==> src/design/cip_pkg.sv <==
// Package for the checked integer power block: word layouts, status codes and the
// command/status structs shared by the controller and the datapath.
// No dependencies; compile first.
package cip_pkg;

    localparam int DATA_WIDTH_DEF = 32;
    localparam int FIELD_W        = 32;
    localparam int STATUS_W       = 2;

    typedef enum logic [STATUS_W-1:0] {
        ST_OK    = 2'd0,
        ST_VALUE = 2'd1,
        ST_OVFL  = 2'd2
    } status_t;

    typedef struct packed {
        logic               mode;
        logic [FIELD_W-1:0] base;
        logic [FIELD_W-1:0] exponent;
    } in_word_t;

    typedef struct packed {
        logic [FIELD_W-1:0]  power;
        logic [STATUS_W-1:0] status;
    } out_word_t;

    // Commands from the controller to the datapath.
    typedef struct packed {
        logic load;
        logic decide;
        logic mul;
        logic check;
        logic publish;
    } ctrl_cmd_t;

    // Status from the datapath back to the controller.
    typedef struct packed {
        logic special;
        logic over;
        logic last_iter;
        logic mul_last;
        logic out_free;
    } dp_status_t;

endpackage

==> src/design/cip_stream_if.sv <==
// Valid/ready stream interface carrying one payload word per handshake.
// The payload type is a parameter; the word types come from cip_pkg.
interface cip_stream_if #(
    parameter type payload_t = logic
);
    logic     valid;
    logic     ready;
    payload_t payload;

    modport source (output valid, output payload, input ready);
    modport sink   (input valid, input payload, output ready);
endinterface

==> src/design/cip_ctrl.sv <==
// Controller state machine of the checked integer power block.
// Sequences load, classification, the multiply/check loop and result hand-off; uses cip_pkg.
module cip_ctrl (
    input  logic                clk,
    input  logic                rst_n,
    input  logic                in_valid,
    output logic                in_ready,
    input  cip_pkg::dp_status_t stat,
    output cip_pkg::ctrl_cmd_t  cmd
);
    import cip_pkg::*;

    typedef enum logic [4:0] {
        S_IDLE   = 5'b00001,
        S_DECIDE = 5'b00010,
        S_MUL    = 5'b00100,
        S_CHK    = 5'b01000,
        S_FIN    = 5'b10000
    } state_t;

    state_t state_reg;
    state_t state_next;

    always_ff @(posedge clk or negedge rst_n)
    begin
        if (!rst_n)
        begin
            state_reg <= S_IDLE;
        end
        else
        begin
            state_reg <= state_next;
        end
    end

    always_comb
    begin
        state_next = state_reg;
        cmd        = '0;
        in_ready   = 1'b0;
        unique case (state_reg)
            S_IDLE:
            begin
                in_ready = 1'b1;
                if (in_valid)
                begin
                    cmd.load   = 1'b1;
                    state_next = S_DECIDE;
                end
            end
            S_DECIDE:
            begin
                cmd.decide = 1'b1;
                state_next = stat.special ? S_FIN : S_MUL;
            end
            S_MUL:
            begin
                cmd.mul = 1'b1;
                if (stat.mul_last)
                begin
                    state_next = S_CHK;
                end
            end
            S_CHK:
            begin
                cmd.check  = 1'b1;
                state_next = (stat.over || stat.last_iter) ? S_FIN : S_MUL;
            end
            S_FIN:
            begin
                if (stat.out_free)
                begin
                    cmd.publish = 1'b1;
                    state_next  = S_IDLE;
                end
            end
            default:
            begin
                state_next = S_IDLE;
            end
        endcase
    end

endmodule

==> src/design/cip_datapath.sv <==
// Datapath of the checked integer power block: operand registers, special-case
// classification, chunked multiplier with overflow compare, and the output register.
// Uses cip_pkg.
module cip_datapath #(
    parameter int DATA_WIDTH = cip_pkg::DATA_WIDTH_DEF
) (
    input  logic                clk,
    input  logic                rst_n,
    input  cip_pkg::in_word_t   in_word,
    input  cip_pkg::ctrl_cmd_t  cmd,
    output cip_pkg::dp_status_t stat,
    input  logic                out_ready,
    output logic                out_valid,
    output cip_pkg::out_word_t  out_word
);
    import cip_pkg::*;

    localparam int W     = DATA_WIDTH;
    localparam bit SPLIT = (W > 32);
    localparam int CW    = SPLIT ? (W + 1) / 2 : W;
    localparam int NC    = SPLIT ? 2 : 1;
    localparam int NK    = NC * NC;
    localparam int KW    = (NK > 1) ? $clog2(NK) : 1;
    localparam int AW    = NC * CW;
    localparam int PPW   = 2 * CW;
    localparam int PW    = 2 * AW;

    localparam logic [W-1:0]  UMAX     = '1;
    localparam logic [W-1:0]  SMAX     = {1'b0, {(W-1){1'b1}}};
    localparam logic [W-1:0]  SMIN_MAG = {1'b1, {(W-1){1'b0}}};
    localparam logic [W-1:0]  ONE      = W'(1);
    localparam logic [KW-1:0] LAST_K   = KW'(NK - 1);

    function automatic logic [W-1:0] apply_sign(input logic [W-1:0] mag, input logic neg);
        apply_sign = neg ? (~mag + ONE) : mag;
    endfunction

    logic            mode_reg;
    logic [W-1:0]    base_reg;
    logic [W-1:0]    count_reg;
    logic [W-1:0]    zmag_reg;
    logic            zneg_reg;
    logic [W-1:0]    mag_reg;
    logic            xneg_reg;
    logic [KW-1:0]   chunk_reg;
    logic [KW-1:0]   chunk_next;
    logic [PPW-1:0]  pp_reg;
    logic [1:0]      sh_reg;
    logic [PW-1:0]   acc_reg;
    logic [W-1:0]    res_reg;
    status_t         st_reg;
    logic            out_valid_reg;
    out_word_t       out_word_reg;

    logic            base_neg;
    logic [W-1:0]    base_mag;
    logic            sp;
    logic [W-1:0]    sp_res;
    status_t         sp_st;
    logic [AW-1:0]   a_ext;
    logic [AW-1:0]   b_ext;
    logic            ci;
    logic            cj;
    logic [CW-1:0]   a_chunk;
    logic [CW-1:0]   b_chunk;
    logic [PPW-1:0]  pp_next;
    logic [PW-1:0]   shifted;
    logic [PW-1:0]   prod;
    logic [W-1:0]    limit;
    logic            over;
    logic [W-1:0]    new_zmag;
    logic            new_zneg;

    // Classification of the registered operands; count_reg still holds the exponent here.
    assign base_neg = mode_reg & base_reg[W-1];
    assign base_mag = base_neg ? (~base_reg + ONE) : base_reg;

    always_comb
    begin
        sp     = 1'b1;
        sp_res = ONE;
        sp_st  = ST_OK;
        if (mode_reg && count_reg[W-1])
        begin
            sp_st = ST_VALUE;
        end
        else if (count_reg == '0)
        begin
            sp_res = ONE;
        end
        else if (base_reg == '0)
        begin
            sp_res = '0;
        end
        else if (base_reg == ONE)
        begin
            sp_res = ONE;
        end
        else if (mode_reg && base_reg == UMAX)
        begin
            // A base of minus one alternates with the exponent's parity.
            sp_res = count_reg[0] ? UMAX : ONE;
        end
        else
        begin
            sp = 1'b0;
        end
    end

    // One chunk product per cycle; the shifted products are summed into acc_reg.
    assign a_ext   = AW'(zmag_reg);
    assign b_ext   = AW'(mag_reg);
    assign ci      = 1'(chunk_reg % NC);
    assign cj      = 1'(chunk_reg / NC);
    assign a_chunk = a_ext[ci * CW +: CW];
    assign b_chunk = b_ext[cj * CW +: CW];
    assign pp_next = PPW'(a_chunk) * PPW'(b_chunk);
    assign shifted = PW'(pp_reg) << (sh_reg * CW);
    assign prod    = acc_reg + shifted;

    // The product of magnitudes is over the limit exactly when the full-width product
    // exceeds the limit, which is chosen from the mode and the running sign.
    assign limit    = !mode_reg ? UMAX : (zneg_reg ? SMIN_MAG : SMAX);
    assign over     = prod > PW'(limit);
    assign new_zmag = prod[W-1:0];
    assign new_zneg = zneg_reg ^ xneg_reg;

    assign chunk_next = (chunk_reg == LAST_K) ? '0 : chunk_reg + KW'(1);

    always_ff @(posedge clk or negedge rst_n)
    begin
        if (!rst_n)
        begin
            chunk_reg     <= '0;
            out_valid_reg <= 1'b0;
        end
        else
        begin
            if (cmd.mul)
            begin
                chunk_reg <= chunk_next;
            end
            if (cmd.publish)
            begin
                out_valid_reg <= 1'b1;
            end
            else if (out_ready)
            begin
                out_valid_reg <= 1'b0;
            end
        end
    end

    always_ff @(posedge clk)
    begin
        if (cmd.load)
        begin
            mode_reg  <= in_word.mode;
            base_reg  <= W'(in_word.base);
            count_reg <= W'(in_word.exponent);
        end
        if (cmd.decide)
        begin
            zmag_reg <= ONE;
            zneg_reg <= 1'b0;
            mag_reg  <= base_mag;
            xneg_reg <= base_neg;
            res_reg  <= sp_res;
            st_reg   <= sp_st;
        end
        if (cmd.mul)
        begin
            pp_reg  <= pp_next;
            sh_reg  <= 2'(ci) + 2'(cj);
            acc_reg <= (chunk_reg == '0) ? '0 : prod;
        end
        if (cmd.check)
        begin
            if (over)
            begin
                res_reg <= apply_sign(zmag_reg, zneg_reg);
                st_reg  <= ST_OVFL;
            end
            else
            begin
                zmag_reg  <= new_zmag;
                zneg_reg  <= new_zneg;
                count_reg <= count_reg - ONE;
                res_reg   <= apply_sign(new_zmag, new_zneg);
                st_reg    <= ST_OK;
            end
        end
        if (cmd.publish)
        begin
            out_word_reg.power  <= FIELD_W'(res_reg);
            out_word_reg.status <= st_reg;
        end
    end

    assign stat.special   = sp;
    assign stat.over      = over;
    assign stat.last_iter = (count_reg == ONE);
    assign stat.mul_last  = (chunk_reg == LAST_K);
    assign stat.out_free  = !out_valid_reg || out_ready;

    assign out_valid = out_valid_reg;
    assign out_word  = out_word_reg;

endmodule

==> src/design/checked_integer_power.sv <==
// Channel   | Dir  | Word                          | Handshake
// operand   | in   | mode, base[31:0], exponent    | valid/ready, taken when both high
// result    | out  | power[31:0], status[1:0]      | valid/ready, taken when both high
//
// One word at a time. Special cases (negative exponent and base -1 in signed mode, zero
// exponent, base 0, +1) go from decide straight to the result. Otherwise each loop step
// runs NK chunk products, where NK is 1 for DATA_WIDTH up to 32 and 4 above (chunked
// multiplier), then one check, and the loop runs at most DATA_WIDTH steps.
// The result register holds a finished word while the next operand is already taken;
// a stalled result only stops the block once the next result is ready.
// Reset clears the controller and the result valid flag; no clearing pass is needed.
//
// Top level of the checked integer power block; uses cip_pkg, cip_stream_if,
// cip_ctrl and cip_datapath.
module checked_integer_power #(
    parameter int DATA_WIDTH = cip_pkg::DATA_WIDTH_DEF
) (
    input logic          clk,
    input logic          rst_n,
    cip_stream_if.sink   operand,
    cip_stream_if.source result
);
    import cip_pkg::*;

    ctrl_cmd_t  cmd;
    dp_status_t stat;
    logic       in_ready;
    logic       out_valid;
    out_word_t  out_word;
    in_word_t   in_word;

    assign in_word = operand.payload;

    cip_ctrl u_ctrl (
        .clk      (clk),
        .rst_n    (rst_n),
        .in_valid (operand.valid),
        .in_ready (in_ready),
        .stat     (stat),
        .cmd      (cmd)
    );

    cip_datapath #(
        .DATA_WIDTH (DATA_WIDTH)
    ) u_datapath (
        .clk       (clk),
        .rst_n     (rst_n),
        .in_word   (in_word),
        .cmd       (cmd),
        .stat      (stat),
        .out_ready (result.ready),
        .out_valid (out_valid),
        .out_word  (out_word)
    );

    assign operand.ready  = in_ready;
    assign result.valid   = out_valid;
    assign result.payload = out_word;

endmodule
==> src/flat_wrapper.sv <==
// flat-port wrapper written by rule: the top's interface ports become plain ports
module checked_integer_power_flat import cip_pkg::*;
#(
    parameter int DATA_WIDTH = cip_pkg::DATA_WIDTH_DEF
)
  (clk, rst_n, operand_valid, operand_payload, operand_ready, result_valid, result_payload, result_ready);
  cip_stream_if operand_i ();
  cip_stream_if result_i ();
  input logic clk;
  input logic rst_n;
  input wire logic [$bits(operand_i.valid)-1:0] operand_valid;
  input wire logic [$bits(operand_i.payload)-1:0] operand_payload;
  output wire logic [$bits(operand_i.ready)-1:0] operand_ready;
  output wire logic [$bits(result_i.valid)-1:0] result_valid;
  output wire logic [$bits(result_i.payload)-1:0] result_payload;
  input wire logic [$bits(result_i.ready)-1:0] result_ready;
  assign operand_i.valid = operand_valid;
  assign operand_i.payload = operand_payload;
  assign operand_ready = operand_i.ready;
  assign result_valid = result_i.valid;
  assign result_payload = result_i.payload;
  assign result_i.ready = result_ready;
  checked_integer_power #(.DATA_WIDTH(DATA_WIDTH)) u_core (.clk(clk), .rst_n(rst_n), .operand(operand_i), .result(result_i));
endmodule
==> config.mk <==
export PLATFORM = sky130hd
export DESIGN_NAME = checked_integer_power_flat
export DESIGN_NICKNAME = d
export VERILOG_FILES = /design/src/design/cip_pkg.sv /design/src/design/cip_stream_if.sv /design/src/design/cip_ctrl.sv /design/src/design/cip_datapath.sv /design/src/design/checked_integer_power.sv /design/src/flat_wrapper.sv
export SDC_FILE = /design/constraint.sdc
export NUM_CORES = 1
export LEC_CHECK = 0
export BUFFER_PORTS_ARGS = -buffer_cell sky130_fd_sc_hd__buf_2
export CORE_MARGIN = 5
export CORE_UTILIZATION = 40
export DETAILED_ROUTE_END_ITERATION = 10
export GPL_TIMING_DRIVEN = 0
export MAX_ROUTING_LAYER = met4
export SLEW_MARGIN = 30
export SYNTH_ARGS = -nofsm -noshare
export SYNTH_HDL_FRONTEND = slang
export SYNTH_SLANG_ARGS = --single-unit
==> constraint.sdc <==
create_clock -name clk -period 7.5 [get_ports clk]
set_input_delay 1.5 -clock clk [delete_from_list [all_inputs] [get_ports clk]]
set_output_delay 1.5 -clock clk [all_outputs]
set_load 0.05 [all_outputs]
Word level (Yosys, flattened, before mapping) --
Index checks and enable logic that the tools add are counted.
Operators by class: add/sub/neg operators 3, equality and inequality tests 9, reduce and logical (&&, ||, !) cells 6, magnitude comparators 1, shifts and indexed selects 2, muxes and demuxes 24, multiply operators 1
Operators with widths (count):
- $mux 32 | 6
- $add 64x64->64 | 1
- $gt 64x32->1 const B | 1
- $mul 32x32->64 | 1
- $shl 64x6->64 | 1
- $eq 32x1->1 const B | 1
- $shiftx 32x7->32 const A | 1
- $sub 32x1->32 const B | 1
- $pmux 5 s5 | 1
- $mux 5 | 4
- $mux 1 | 13
- $eq 5x1->1 const B | 1
- $eq 5x2->1 const B | 1
- $eq 5x3->1 const B | 1
- $eq 5x4->1 const B | 1
- $eq 5x5->1 const B | 1
- $ne 2x2->1 const B | 2
- $reduce_bool 2->1 | 2
- $reduce_and 3->1 | 1
- $logic_or 1x1->1 | 2
- $ne 2x1->1 const B | 1
- $add 1x1->1 const B | 1
- $logic_not 1->1 | 1
Word-level totals: output and inout bits 3, register bits 202, logic and storage cells 56

Logic depth before layout (Yosys ltp) --
Gate-level depths: netlist of the first run.
depth after elaboration 6, gate-level depth with buffers 6, mapped depth without buffers 6

Modules after synthesis --
Synthesis of the first run repeated with hierarchy kept, for this count alone.
Second synthesis, totals: cell total of the unflattened synthesis 4786, area total of the unflattened synthesis 46213.1 um^2
By module, submodules not included:
- cip_datapath | cells each 4753, instances 1, area each 45912.8 um^2
- cip_ctrl | cells each 32, instances 1, area each 296.5 um^2
- checked_integer_power | cells each 1, instances 1, area each 3.8 um^2

Worst setup path before layout of the first run --
Ideal clock, no wire load.
kind register -> register, start reg u_core.u_ctrl.state_reg[2], end reg u_core.u_datapath.count_reg[0] (enable), library setup time 0.389 ns, required time 7.111 ns, slack 4.756 ns, cell stages (with the launch flop) 7, arrival time 2.355 ns, path through dfrtp_1 or4_1 clkbuf_1 or2_1 clkbuf_1 clkbuf_1 nand2_1
Between the ends: longest elaborated chain between the ends 5
RTL lines:
- start: declaration | RTL line cip_ctrl.sv:21 | state_t state_reg;
- start signal: assignment | RTL line cip_ctrl.sv:32 | state_reg <= state_next;
- $eq 5x1->1 | RTL line cip_ctrl.sv:41 | unique case (state_reg)
- $mux 1 | RTL line cip_ctrl.sv:41
- $mux 32 | RTL line cip_datapath.sv:156 | if (cmd.load)
- $mux 32 | RTL line cip_datapath.sv:179 | if (over)
- $mux 32 * | RTL line cip_datapath.sv:177 | if (cmd.check)
- end signal: assignment | RTL line cip_datapath.sv:160 | count_reg <= W'(in_word.exponent);
- end signal: assignment | RTL line cip_datapath.sv:188 | count_reg <= count_reg - ONE;
- end: declaration | RTL line cip_datapath.sv:40 | logic [W-1:0] count_reg;
Every way passes the cells marked *; elsewhere a longest branch is shown, timed or not. A chain may end at the register's enable or synchronous reset.

Worst setup path after layout of the first run --
start reg u_core.u_ctrl.state_reg[2], end reg u_core.u_datapath.count_reg[29] (enable)
The elaborated chain is that of the path after synthesis.

==> metrics, run 1 <==
outcome complete, no violations; most frequent CP cell clkbuf_1; Worst Hold Endpoint u_core.u_datapath.out_valid; CTS tree yes; Total Routing Usage GR 0.1287; Post-DRT Antenna Nets 0; antenna cells 0; first-pass GRT wire length 7155 um; Min-Delay Path Class reg2reg; EDFF count, synth 32; Seq/Total Area, Yosys 0.5077; TNS Setup 0 ps; TritonCTS Buffers 5; Lkg Pwr 0.7513 nW; final hold violations 0; Max Cap Viol 0; htree depth 2; drt first pass iters 5; crit share post-route 0.3997; hold_sp u_core.u_datapath.out_valid; top post-synthesis cells by area edfxtp_1 (44%), dfrtp_1 (5.7%), nor2_1 (4.1%); largest net degree at the start of global routing 33; Largest register FFs 32; VDD IR-drop max 0.0001898 V; Levels on crit path 6; Setup Viol. Count Final 0; Clock transition at path regs 70 ps; Final HPWL DP 2990 um; r2r worst-path depth 6; Crit path buffers/inverters 3; Util after Layout 0.4477; Least-Margin Pin Slew 772.1 ps; GRT Residual Overflow 0; post-synthesis cell area 2191 um^2; Final GP Congestion 0.7927; RSZ-0062 raised after global routing false; Post-CTS Setup Inserts 0; Core ar. 5405 um^2; Clock Tree Buf Depth 2; Ys Warns 0; Slew headroom 0.4834; Hold Buf Count CTS 0; Ports 8; PD cells 278.1 nW/um^2; die width 84.01 um; clock latency on the worst-skew pair 290 ps; crit path launch type register; die height 84.01 um; Area Growth Syn to Fin 10.45%; syn_area_per_cell 10.43 um^2; vias per cell 5.605; fill cell count 550; Detailed Route Iter0 Violations 54; DR WL/cell 14.64 um; slack of the worst reg-to-reg path 4500 ps; initial antenna violation count 0; footprint of the multi-input gates 1025 um^2; Net Count, Synth 217; register area 1112 um^2; critical path class reg2reg; post-synth top area cell edfxtp_1; fmax 333.6 MHz; CP Data Required Time 7430 ps; CP endpoint kind register; crit-path max FO 32; Sink Count 38; WL final 4332 um; Yosys top cell area share 0.4386; Cell variety after synth 40; Die Area 7057 um^2; Critical R2R Launch u_core.u_ctrl.state_reg[2]; min Tclk post-route 2997 ps; Resize count post-CTS 0; Hold Path Stages 2; FP Rows 27; number of global-route vias before repair 1522; Synth Register Bits 38; worst endpoint data arrival time 2920 ps; largest stage delay on the critical path 660 ps; Worst path slowest cell nand2_2; share of cells above drive strength 1 0.1071; top_reg_cell synth edfxtp_1; final-stage net count 230; fin. max-slew vios 0; Post-Synthesis Cells 210; clk root buf clkbuf_8; Top Family by Delay on Critical Path simple AND/OR/NAND/NOR gates; DR vias 1659; Initial Utilization 0.4053; Synth async-reset ratio 0.1579; worst-case clock skew 4.150 ps; DRC 0; Port-buffer cells 6; Critical R2R Capture u_core.u_datapath.count_reg[29]; worst path cell trace or4_1 -> clkbuf_1 -> or2_1 -> clkbuf_1 -> clkbuf_1 -> nand2_2
routing by layer:
| metal | share of wire | global-route usage |
|---|---|---|
| met3 | 0.029 | 0.02665 |
| met2 | 0.46 | 0.1981 |
| met5 | 0 | - |
| met4 | 0.016 | 0.04386 |
| met1 | 0.49 | 0.1691 |
worst min-delay path, delay by kind of cell, from the launching register on:
kind	cells	cell delay [ps]
DFF	1	340
AOI/OAI and AO/OA	1	60
and+or+nand+nor	1	70
worst max path at each step:
stage | start | endpoint | slack, ps
after floorplan | u_core.u_ctrl.state_reg[2] | u_core.u_datapath.count_reg[0] | 4760
after global placement | u_core.u_ctrl.state_reg[0] | u_core.u_datapath.count_reg[17] | 3980
after detailed placement | u_core.u_ctrl.state_reg[0] | u_core.u_datapath.count_reg[18] | 4460
after CTS | u_core.u_ctrl.state_reg[0] | u_core.u_datapath.count_reg[18] | 4450
after global routing | u_core.u_ctrl.state_reg[0] | u_core.u_datapath.count_reg[20] | 4240
final | u_core.u_ctrl.state_reg[2] | u_core.u_datapath.count_reg[29] | 4500
placed cells by master (no fill, tap or decap), types with 2 or more instances in the layout:
master    synthesis  routed
edfxtp_1         32      32
nor2_1           24      24
a21oi_1          15      15
nand2_1          14      13
or3_1            12      12
clkbuf_1          9      11
or4_1            11      11
o31ai_1          10      10
xor2_1            8       8
nor4_1            7       7
mux2i_1           7       7
buf_2             0       6
nor3_1            5       5
nand4_1           5       5
nand2b_1          5       5
clkbuf_8          0       5
dfrtp_1           5       5
inv_1             4       4
nand3_1           3       3
or3_2             3       3
o21ai_0           3       3
nand4b_1          2       2
nor4_2            2       2
or4_4             2       2
and4b_1           2       2
o41ai_1           2       2
xnor2_1           2       2
ha_1              2       2
cell type report:
cell class              instances  share of cell area
flip-flops and latches         38              0.4597
multi-input cells             158              0.4235
well taps                      72             0.03723
clock buffers                   7             0.03154
plain buffers                  10             0.01706
clock inverters                 1             0.01241
repair buffers                  6             0.01241
inverters                       4            0.006205
per-stage QoR:
step | hold slack, ps | area (um^2) | std cells | setup slack [ps] | power (W)
2_1_floorplan | 487.6 | 2191 | 210 | 4756 | 0.0004593
4_1_cts | 517.8 | 2420 | 296 | 4452 | 0.0006765
3_3_place_gp | 496.2 | 2311 | 288 | 3980 | 0.0005044
6_report | 507.0 | 2420 | 296 | 4503 | 0.0006731
3_5_place_dp | 498.4 | 2313 | 288 | 4458 | 0.0005043
5_1_grt | 578.4 | 2420 | 296 | 4245 | 0.0007106
synth_stat cells (4+ instances only):
| cell type | count |
|---|---|
| a21oi_1 | 15 |
| nand2b_1 | 5 |
| xor2_1 | 8 |
| clkbuf_1 | 9 |
| edfxtp_1 | 32 |
| or3_1 | 12 |
| nand2_1 | 14 |
| mux2i_1 | 7 |
| nor4_1 | 7 |
| inv_1 | 4 |
| or4_1 | 11 |
| nor3_1 | 5 |
| nand4_1 | 5 |
| nor2_1 | 24 |
| o31ai_1 | 10 |
| dfrtp_1 | 5 |
cell families after synthesis:
logic type / count (synthesis) / synth area share
compound gates: 34 / 0.09709
other cells: 1 / 0.001712
xor+xnor: 10 / 0.03998
mux: 7 / 0.03198
buf+inv: 14 / 0.02570
fa+ha+maj: 2 / 0.01142
simple gates: 104 / 0.2844
flops: 38 / 0.5077
power breakdown:
part,internal (W),total (W),switching [W]
clock network,0.0000996,0.000174,0.0000740
registers,0.000294,0.000349,0.0000553
logic,0.0000512,0.000150,0.0000993
total,0.000445,0.000673,0.000229
(Power assumes the default switching activity.)
==> run 2, diff against run 1 <==
- ABC_AREA: unset -> 1
- clock period: 7.5 -> 3.1 ns (I/O delays scaled with it)
==> run 2 against run 1 <==
Via count up 19%. Routed wire length grew 20%. Synthesized cell count rose by 50%. Utilization down 0.16 points. Cell count up 36%. Global-route usage is 2.6 points higher. Highest routed layer unchanged.
==> metrics, run 2 <==
Ports 8; worst endpoint data arrival time 2140 ps; Final GP Congestion 0.9105; crit path launch type register; DRC 0; Port-buffer cells 6; final hold violations 0; Placed Cells 395; Clk pwr share 0.221; Lkg Pwr 1.001 nW; share of cells above drive strength 1 0.1677; Post-synth top cells nor2_1 (81), nand2_1 (77), edfxtp_1 (32); Area Growth Syn to Fin 8.983%; drt first pass iters 4; GRT Residual Overflow 0; first-pass GRT wire length 8769 um; CP endpoint kind register; Yosys top cell area share 0.3965; worst-case clock skew 3.598 ps; Initial Utilization 0.4093; Post-CTS Setup Inserts 0; total power 0.001624 W; most common cell after layout, fill and taps aside nor2_1; critical path class reg2reg; FP Rows 28; footprint of the multi-input gates 1177 um^2; Post-DRT Antenna Nets 0; Clock transition at path regs 70 ps; Min-Delay Path Class in2async; Clock Tree Buf Depth 2; top post-synthesis cells by area edfxtp_1 (40%), nor2_1 (13%), nand2_1 (12%); clock latency on the worst-skew pair 290 ps; TNS Setup 0 ps; EDFF count, synth 32; register area 1112 um^2; largest net degree at the start of global routing 33; fin cells 403; Detailed Route Iter0 Violations 150; most frequent cell after synthesis nor2_1; VDD IR-drop max 0.0003508 V; crit-path max FO 32; Internal Pwr Total 0.001014 W; Seq/Total Area, Yosys 0.4590; RSZ-0062 raised after global routing false; Slew headroom 0.4714; die width 87.84 um; vias per cell 4.888; fill cell count 609; Util after Layout 0.4461; CTS tree yes; Switching Fraction 0.3758; Net Count, Synth 321; Switching Power 0.0006104 W; sequential cell fraction of total power 0.516; Resize count post-CTS 0; number of global-route vias before repair 1824; Comb power frac 0.263; clk root buf clkbuf_8; post-synthesis cell area 2424 um^2; DR vias 1970; Post-Synthesis Cells 314; CP Data Required Time 2960 ps; Final HPWL DP 3925 um; Cell Area, Placed 2550 um^2; fin. max-slew vios 0; Synth async-reset ratio 0.1579; top_reg_cell synth edfxtp_1; initial antenna violation count 0; Setup Viol. Count Final 0; Ys Warns 0; outcome complete, no violations; Least-Margin Pin Slew 790.1 ps; Core ar. 5921 um^2; final-stage net count 334; PD cells 615.0 nW/um^2; Total Routing Usage GR 0.1548; Hold Buf Count CTS 0; WL final 5215 um; die height 87.84 um; Cell variety after synth 29; final instance area 2641 um^2; commonest non-fill, non-tap cells in the layout nor2_1 (81), nand2_1 (76), edfxtp_1 (32), inv_1 (25), nor2_2 (12); Max Cap Viol 0; Largest register FFs 32; post-synth top area cell edfxtp_1; min Tclk post-route 2284 ps; DR WL/cell 12.94 um; TritonCTS Buffers 5; syn_area_per_cell 7.718 um^2; htree depth 2; fmax 437.8 MHz; Synth Register Bits 38; antenna cells 0; Sink Count 38; crit share post-route 0.7368; Die Area 7716 um^2
-- run 2: changes by cell type in the layout (fill, tap and decap cells not counted), sizes merged, moves of 10 or more --
| cell | previous run | this run |
|---|---|---|
| nor2 | 24 | 101 |
| nand2 | 14 | 86 |
| or4 | 13 | 0 |
| nor4 | 10 | 0 |
| or3 | 15 | 0 |
| o31ai | 10 | 0 |
| inv | 4 | 30 |
-- run 2: power by group through the flow --
stage | Combinational, W | Clock (W) | Sequential [W]
CTS | 0.000431 | 0.000367 | 0.000838
detailed placement | 0.000429 | 0 | 0.000846
floorplan | 0.000340 | 0 | 0.000823
global route | 0.000479 | 0.000392 | 0.000858
global placement | 0.000423 | 0 | 0.000850
finish | 0.000427 | 0.000359 | 0.000839
-- run 2: metrics by stage --
stage / hold WS (ps) / setup WS [ps]
after floorplan: 324.4 / 875.8
after global placement: 451.8 / 306.8
after detailed placement: 455.1 / 771.4
after CTS: 137.2 / 762.9
after global routing: 131.4 / 640.9
final: 135.4 / 816.0
-- run 2: critical path, stage by stage (launching register included) --
cell and delay, ps:
dfstp_2 550, nor2_2 60, nand3_2 100, clkbuf_1 500, nand2_2 630
-- run 2: metal layers --
| metal | share of wire | vias to the layer above | track usage |
|---|---|---|---|
| met3 | 0.038 | 6 | 0.03198 |
| met5 | 0 | - | - |
| met2 | 0.47 | 30 | 0.2452 |
| met1 | 0.48 | 902 | 0.1967 |
| li1 | - | 1032 | - |
| met4 | 0.013 | 0 | 0.05300 |
-- run 2: cell type report --
| type | count | share of cell area |
|---|---|---|
| clock inverter | 1 | 0.001895 |
| clock buffer | 7 | 0.03269 |
| buffer | 4 | 0.009000 |
| inverter | 30 | 0.04263 |
| multi-input combinational | 242 | 0.4458 |
| timing repair buffer | 6 | 0.01137 |
| tap | 75 | 0.03553 |
| sequential | 38 | 0.4211 |
-- run 2: cell families (layout without fill, tap and decap cells) --
kind of cell,after synthesis,in the layout,share of synthesized area
other cells,1,1,0.001547
compound gates,25,25,0.05679
flops,38,38,0.4590
simple gates,208,208,0.3944
buf+inv,34,48,0.05627
xor+xnor,6,6,0.02168
fa+ha+maj,2,2,0.01032
-- run 2: path summary, 6_finish.rpt --
kind                                       startpoint                              end  slack (ps)  cells after the start
setup / recovery           u_core.u_ctrl.state_reg[0]  u_core.u_datapath.count_reg[27]         820                      4
hold / removal                                  rst_n       u_core.u_ctrl.state_reg[3]         140                      1
setup reg to reg           u_core.u_ctrl.state_reg[0]  u_core.u_datapath.count_reg[27]         820                      4
hold reg to reg            u_core.u_ctrl.state_reg[4]      u_core.u_datapath.out_valid         550                      2
max in group asynchronous                       rst_n       u_core.u_ctrl.state_reg[0]        2750                      1
min in group clk           u_core.u_ctrl.state_reg[4]      u_core.u_datapath.out_valid         550                      2
==> run 3, diff against run 2 <==
- ABC_AREA: 1 -> 0
- clock period: 3.1 -> 1.86 ns (I/O delays scaled with it)
==> run 3 against run 2 <==
The flow now finishes with violations (negative setup slack). Total power grew 96%. Fmax grew 8.4%. Clock-buffer cell count shrank 1. Worst hold slack gained 220 ps. Sequential power grew 67%. Die area shrank 8.5%. Worst setup slack lost 1100 ps. Sequential cell count is the same. Final area grew 23%.
==> metrics, run 3 (same netlist as run 1, synthesis figures left out) <==
outcome complete, but fails checks; failing checks negative setup slack; Port-buffer cells 6; clk root buf clkbuf_8; commonest non-fill, non-tap cells in the layout buf_4 (40), edfxtp_1 (32), nor2_1 (15), nand2_1 (13), or3_1 (9); Min-Delay Path Class in2reg; htree depth 2; Clock transition at path regs 80 ps; DR WL/cell 17.05 um; final instance area 3253 um^2; most common cell after layout, fill and taps aside buf_4; crit share post-route 1.133; Sink Count 38; min Tclk post-route 2108 ps; antenna cells 0; die height 84.01 um; Final GP Congestion 0.7642; DR vias 1978; clock latency on the worst-skew pair 290 ps; total power 0.003179 W; crit path launch type register; GRT Residual Overflow 0; DRC 0; final-stage net count 280; initial antenna violation count 0; fmax 474.4 MHz; WL final 5901 um; PD cells 977.1 nW/um^2; TNS Setup -1870 ps; fin cells 346; worst-case clock skew 9.253 ps; Core ar. 5405 um^2; worst endpoint data arrival time 2270 ps; Initial Utilization 0.4053; final hold violations 0; Largest register FFs 32; Ports 8; final setup margin -247.7 ps; CP Data Required Time 2020 ps; Cell Area, Placed 2411 um^2; Max Cap Viol 0; crit-path max FO 3; TritonCTS Buffers 5; Hold Path Stages 2; Internal Pwr Total 0.001960 W; vias per cell 5.717; Clock Tree Buf Depth 2; number of global-route vias before repair 1852; Lkg Pwr 1.149 nW; launch point of the worst path u_core.u_datapath.count_reg[26]; Switching Fraction 0.3832; Comb power frac 0.384; Placed Cells 288; Switching Power 0.001218 W; CTS tree yes; r2r worst-path depth 4; Die Area 7057 um^2; FP Rows 27; drt first pass iters 5; share of cells above drive strength 1 0.4526; first-pass GRT wire length 8894 um; Post-DRT Antenna Nets 0; Critical R2R Launch u_core.u_datapath.count_reg[26]; largest net degree at the start of global routing 12; Clk pwr share 0.175; hold_sp operand_payload; Setup Viol. Count Final 17; RSZ-0062 raised after global routing true; fin. max-slew vios 0; Final HPWL DP 3122 um; Util after Layout 0.6019; Total Routing Usage GR 0.1593; sequential cell fraction of total power 0.441; Detailed Route Iter0 Violations 129; CP endpoint kind register; Area Growth Syn to Fin 48.49%; VDD IR-drop max 0.0008037 V; critical path class reg2reg; die width 84.01 um
-- run 3: cell count changes in the layout (fill, tap and decap cells not counted), sizes merged, moves of 13 or more --
| cell | previous run | this run |
|---|---|---|
| nor2 | 101 | 24 |
| nand2 | 86 | 17 |
| or3 | 0 | 15 |
| buf | 9 | 54 |
| inv | 30 | 4 |
| or4 | 0 | 13 |
-- run 3: stage by stage --
stage | worst slack, ps | hold WS, ps
3_3_place_gp | -378.1 | 204.9
4_1_cts | -205.2 | 356.4
3_5_place_dp | -365.1 | 203.9
6_report | -247.7 | 359.4
5_1_grt | -284.6 | 371.9
2_1_floorplan | -175.2 | 76.41
-- run 3: cell type report --
class | count | area, um^2
multi-input cells | 162 | 1420
well taps | 72 | 90.09
plain buffers | 7 | 93.84
fillers | 439 | 2152
flip-flops and latches | 38 | 1112
inverters | 4 | 15.01
clock inverters | 2 | 8.758
repair buffers | 55 | 440.4
clock buffers | 6 | 72.57
-- run 3: power groups by stage --
stage / sequential (W) / clock (W) / combinational, W
after floorplan: 0.00139 / 0 / 0.000505
after global placement: 0.00144 / 0 / 0.000635
after detailed placement: 0.00144 / 0 / 0.000639
after CTS: 0.00139 / 0.000568 / 0.00103
after global routing: 0.00143 / 0.000611 / 0.00131
final: 0.00140 / 0.000557 / 0.00122
-- run 3: worst paths after layout --
path	to	slack, ps
min in group asynchronous	u_core.u_ctrl.state_reg[1]	420
setup / recovery	u_core.u_datapath.count_reg[31]	-250
setup reg to reg	u_core.u_datapath.count_reg[31]	-250
hold / removal	u_core.u_datapath.count_reg[0]	360
max in group asynchronous	u_core.u_ctrl.state_reg[0]	1220
hold reg to reg	u_core.u_datapath.out_valid	510
-- run 3: what timing repair did --
item | in CTS | in global routing
gates cloned | 3 | 1
hold buffers | 1 | 0
pin swaps | 27 | 10
setup endpoints to repair | 66 | 65
gates resized for setup | 47 | 31
buffers inserted | 32 | 16
endpoints found under the hold margin | 5 | 0
-- run 3: layer usage --
metal / vias to the layer above / track usage / wire (um)
li1: 946 / - / -
met1: 992 / 0.1994 / 2698
met2: 31 / 0.2704 / 2938
met3: 9 / 0.02962 / 175
met4: 0 / 0.03216 / 89
met5: - / - / 0
-- run 3: worst max-delay path, stage by stage (launching register included) --
cell      delay (ps)
edfxtp_1         400
or4_4            550
or4_4            450
or4_4            430
a21oi_2          130
